$ cat src/stack_machine_instruction_executor_macros.svh
// assertion helpers shared by sme_front and sme_back
`ifndef STACK_MACHINE_INSTRUCTION_EXECUTOR_MACROS_SVH
`define STACK_MACHINE_INSTRUCTION_EXECUTOR_MACROS_SVH

// check that is off while reset is asserted
`define SME_ASSERT(lbl, clk, rstn, prop, msg) \
    lbl: assert property (@(posedge clk) disable iff (!rstn) (prop)) else $error(msg);

// check that also holds during reset
`define SME_ASSERT_ALWAYS(lbl, clk, prop, msg) \
    lbl: assert property (@(posedge clk) (prop)) else $error(msg);

`endif

$ cat src/sme_pkg.sv
package sme_pkg;

    localparam int STACK_WORDS_DEF   = 1024;
    localparam int PROGRAM_WORDS_DEF = 1024;

    // opcodes
    localparam logic [3:0] OP_NOP   = 4'd0;
    localparam logic [3:0] OP_PUSH  = 4'd1;
    localparam logic [3:0] OP_ADD   = 4'd2;
    localparam logic [3:0] OP_SUB   = 4'd3;
    localparam logic [3:0] OP_MUL   = 4'd4;
    localparam logic [3:0] OP_DIV   = 4'd5;
    localparam logic [3:0] OP_JMP   = 4'd6;
    localparam logic [3:0] OP_HALT  = 4'd7;
    localparam logic [3:0] OP_EQ    = 4'd8;
    localparam logic [3:0] OP_JNZ   = 4'd9;
    localparam logic [3:0] OP_JZ    = 4'd10;
    localparam logic [3:0] OP_DUP   = 4'd11;
    localparam logic [3:0] OP_PRINT = 4'd12;

    // trap codes
    localparam logic [2:0] TRAP_OK        = 3'd0;
    localparam logic [2:0] TRAP_OVERFLOW  = 3'd1;
    localparam logic [2:0] TRAP_UNDERFLOW = 3'd2;
    localparam logic [2:0] TRAP_DIVZERO   = 3'd3;
    localparam logic [2:0] TRAP_ILLEGAL   = 3'd4;
    localparam logic [2:0] TRAP_BADFETCH  = 3'd5;
    localparam logic [2:0] TRAP_BADARG    = 3'd6;

    // instruction class set by the front end
    typedef enum logic [3:0] {
        C_NOP, C_PUSH, C_ALU, C_JMP, C_HALT, C_BR, C_DUP, C_PRINT, C_ILL
    } t_cls;

    typedef struct packed {
        t_cls        cls;
        logic [3:0]  op;
        logic [63:0] arg;
    } t_instr;

    // front to back queue head
    typedef struct packed {
        logic   valid;
        t_instr instr;
    } t_link;

    typedef struct packed {
        logic [2:0]  trap_code;
        logic [63:0] next_pointer;
        logic        halted;
        logic        print_valid;
        logic [63:0] print_value;
        logic [10:0] stack_depth;
    } t_result;

    function automatic t_cls classify(input logic [3:0] op);
        t_cls c;
        case (op)
            OP_NOP:   c = C_NOP;
            OP_PUSH:  c = C_PUSH;
            OP_ADD, OP_SUB, OP_MUL, OP_DIV, OP_EQ: c = C_ALU;
            OP_JMP:   c = C_JMP;
            OP_HALT:  c = C_HALT;
            OP_JNZ, OP_JZ: c = C_BR;
            OP_DUP:   c = C_DUP;
            OP_PRINT: c = C_PRINT;
            default:  c = C_ILL;
        endcase
        return c;
    endfunction

endpackage

$ cat src/sme_front.sv
module sme_front import sme_pkg::*; (
    input  logic        i_clk,
    input  logic        i_rst_n,
    input  logic        push,
    output logic        full,
    input  logic [3:0]  i_opcode,
    input  logic [63:0] i_operand,
    output t_link       o_link,
    input  logic        i_take
);
    `include "stack_machine_instruction_executor_macros.svh"

    t_instr     r_buf [2];
    logic       r_wp, r_rp;
    logic [1:0] r_cnt;
    logic       wr, rd;

    assign full   = (r_cnt == 2'd2);
    assign wr     = push && !full;
    assign rd     = i_take && (r_cnt != 2'd0);
    assign o_link = '{valid: (r_cnt != 2'd0), instr: r_buf[r_rp]};

    // classify on entry and queue
    always_ff @(posedge i_clk) begin
        if (!i_rst_n) begin
            r_wp  <= 1'b0;
            r_rp  <= 1'b0;
            r_cnt <= 2'd0;
        end else begin
            if (wr) begin
                r_buf[r_wp] <= '{cls: classify(i_opcode), op: i_opcode, arg: i_operand};
                r_wp        <= !r_wp;
            end
            if (rd) begin
                r_rp <= !r_rp;
            end
            r_cnt <= r_cnt + {1'b0, wr} - {1'b0, rd};
        end
    end

    `SME_ASSERT(a_cnt_max, i_clk, i_rst_n, r_cnt != 2'd3, "queue count out of range")
    `SME_ASSERT(a_no_take_empty, i_clk, i_rst_n, (r_cnt == 2'd0 && !wr) |=> (r_cnt == 2'd0), "queue count moved while idle")
    `SME_ASSERT_ALWAYS(a_rst_empty, i_clk, !i_rst_n |=> (r_cnt == 2'd0), "queue not empty after reset")
endmodule

$ cat config.mk
export PLATFORM = sky130hd
export DESIGN_NAME = sme_front
export DESIGN_NICKNAME = d
export VERILOG_FILES = /design/src/sme_pkg.sv /design/src/sme_front.sv
export VERILOG_INCLUDE_DIRS = /design/src /design/src/src
export SDC_FILE = /design/constraint.sdc
export NUM_CORES = 1
export LEC_CHECK = 0
export BUFFER_PORTS_ARGS = -buffer_cell sky130_fd_sc_hd__buf_2
export CORE_ASPECT_RATIO = 1.75
export CORE_MARGIN = 2
export CORE_UTILIZATION = 48
export CTS_CLUSTER_DIAMETER = 100
export CTS_CLUSTER_SIZE = 25
export DETAILED_ROUTE_END_ITERATION = 8
export PLACE_DENSITY = 0.76
export REMOVE_ABC_BUFFERS = 1
export SLEW_MARGIN = 10
export SYNTH_ARGS = -nofsm -noshare
export SYNTH_HDL_FRONTEND = slang
export SYNTH_SLANG_ARGS = --single-unit
$ cat constraint.sdc
create_clock -name i_clk -period 4.26 [get_ports i_clk]
set_input_delay 0.213 -clock i_clk [delete_from_list [all_inputs] [get_ports i_clk]]
set_output_delay 0.213 -clock i_clk [all_outputs]
set_load 0.1 [all_outputs]
==> out/qor.yml <==
status: "completed"
worstPathCellList: "buf_4, mux2_4, buf_2"
critPathKind: "flop to output pin"
gr-total-overflow: 0
fin_crit_ps: 2800
cts.path.max_buffers: 2
max-slew-margin-rel_pct: 32.3
port_buffers: 145
synthArstFlopShare_pct: 0
final.setup_skew_ps: 8.45
slowest_stage: "dfxtp_4"
setup_viol: 0
die_h_um: 151
rows: 53
crit_path_max_incr_delay_ps: 980
synth_top_cell_by_area: "edfxtp_1"
cp_max_fo: 54
fmax_ghz: 0.357
fin_crit_sh_pct: 65.7
synth_seq_cells: 149
fillers: 824
core_mm2: 0.0121
drt-wirelength-per-cell_um: 16.2
r2r-start: "r_cnt[0]"
drive_gt1_share_pct: 50.7
required_ps: 4050
hp-class: "input pin to flop"
yosysWarnings: 0
worst_ep_arrival_time_ps: 2580
synth.avg_cell_area_um2: 22.3
dr_total_vias: 3145
grt_use_total_pct: 16.4
wl_um: 10800
die_area_mm2: 0.0133
antenna_cells: 0
die_x_um: 88.2
whs_ps: 19.7
fin_nets: 567
post_drt_via_cell_ratio: 4.72
rsz0062_at_grt: "false"
synthFlopType: "edfxtp_1"
max_cap_viol_count: 0
drt_iter0_markers: 104
grt_start_max_net_pins: 73
drt-pass1-iter-count: 4
cts_tree: "yes"
crit_family: "flip-flops"
synth_area_mm2: 0.00595
tightest_slew_ps: 1020
ios: 146
gp_congestion: 0.757
vdd_drop_max_v: 0.000629
critPathBufInv: 2
worstSetupStartpointType: "flop"
insertion_delay_ps: 400
tns_ps: 0
drc: 0
antenna_found_initial: 0
netlist_instances: 267
yosysSeqAreaShare_pct: 74.3
ant_nets: 0
cts_buffers: 17
power.density_mw_per_mm2: 691
initial_core_util_pct: 49.3
synth-edff-count: 144
slew_viol_final: 0
yosysMostFrequentCell: "edfxtp_1"
cts_root_buf: "clkbuf_16"
clk_pin_slew_ps: 60
hpwl_um: 6920
endpoint_kind: "output pin"
synth_common_cells: "edfxtp_1 (144), mux2_4 (70), inv_1 (8), buf_12 (7), ha_1 (7)"
hold_violations: 0
grt_pass1_wl_um: 15800
post-cts-setup-buffer-count: 0
ys_types: 21
grt_pass1_vias: 3311
ys_top_cells_by_area: "edfxtp_1 (73%), mux2_4 (18%), buf_12 (2.4%)"
area_delta_synth_final_pct: 35.1
netlist.area_leader.share_pct: 72.7
numClockSinks: 149
cts-resized-gates: 0
power_leakage_nw: 3.19
cts_max_level: 4
cts_hold_buf: 60
holdCritStartpoint: "i_operand[38]"
path summary, 6_finish.rpt:
check                      end  slack, ps  depth (start not counted)
hold / removal    r_buf[1][38]         20                          1
setup reg to reg  r_buf[0][62]       2220                          4
hold reg to reg           r_wp        550                          2
setup / recovery    o_link[47]       1460                          3
logic make-up (layout without fill, tap and decap cells):
logic type	after synthesis	in the layout	synth area share (%)
AOI/OAI and AO/OA	3	3	0.315
xor gates and xnor gates	3	3	0.442
adders and majority gates	7	7	1.47
buffers and inverters	16	250	3.05
DFF	149	149	74.3
muxes	75	75	19.1
and+or+nand+nor	14	14	1.28
routing by layer:
metal  GRT usage (%)  vias to the layer above  wire (um)
met5               0                        -          0
met2            29.3                      113       6060
met3            4.80                       33        443
li1                -                     1486          -
met1            15.8                     1513       3780
met4            10.8                        0        525
power breakdown:
group	switching (mW)	internal, mW	total, mW
sequential	0.127	1.75	1.87
combinational	1.56	0.518	2.08
clock	0.545	1.06	1.60
total	2.24	3.32	5.56
cell type report:
class | count | area (um^2) | area share [%]
sequential | 149 | 4430 | 55.1
clock buffer | 21 | 450 | 5.60
tap | 165 | 206 | 2.57
clock inverter | 11 | 199 | 2.47
multi-input combinational | 102 | 1360 | 16.9
timing repair buffer | 210 | 1370 | 17.0
inverter | 8 | 30.0 | 0.373
sequential cells by signal (all words and copies together) (netlist names), named ones only:
register,cells
r_buf,144
r_cnt,2
r_rp,1
r_wp,1
metrics by stage:
stage                     utilization, %  worst slack (ps)  cells  power, mW  instance area, um^2
final                               66.6              1460    666       5.56                 8040
after global placement              56.1              1940    572       3.92                 6770
after global routing                66.6              1340    666       5.73                 8040
after detailed placement            56.1              1890    572       3.95                 6770
after CTS                           66.5              1450    664       5.60                 8020
after floorplan                        -               178    259       3.72                 5800
layout by cell type (no fill, tap or decap):
cell type / n
mux4_1: 2
and3_4: 1
clkbuf_16: 17
buf_4: 3
nand2b_1: 2
clkbuf_8: 1
mux2_2: 3
dfxtp_4: 1
dlygate4sd3_1: 62
nor2_1: 1
edfxtp_1: 144
bufinv_16: 5
mux2_4: 70
o22ai_1: 1
dfxtp_1: 4
clkinvlp_4: 3
nor2b_1: 2
o21ai_0: 1
clkinv_4: 2
nand2_1: 2
clkbuf_1: 3
o21a_1: 1
or2_2: 1
and2_1: 3
inv_6: 1
nor2_4: 1
nand3_1: 1
inv_1: 8
ha_1: 7
buf_2: 145
xnor2_1: 3
No activity file was read; power rests on OpenSTA's default activity.
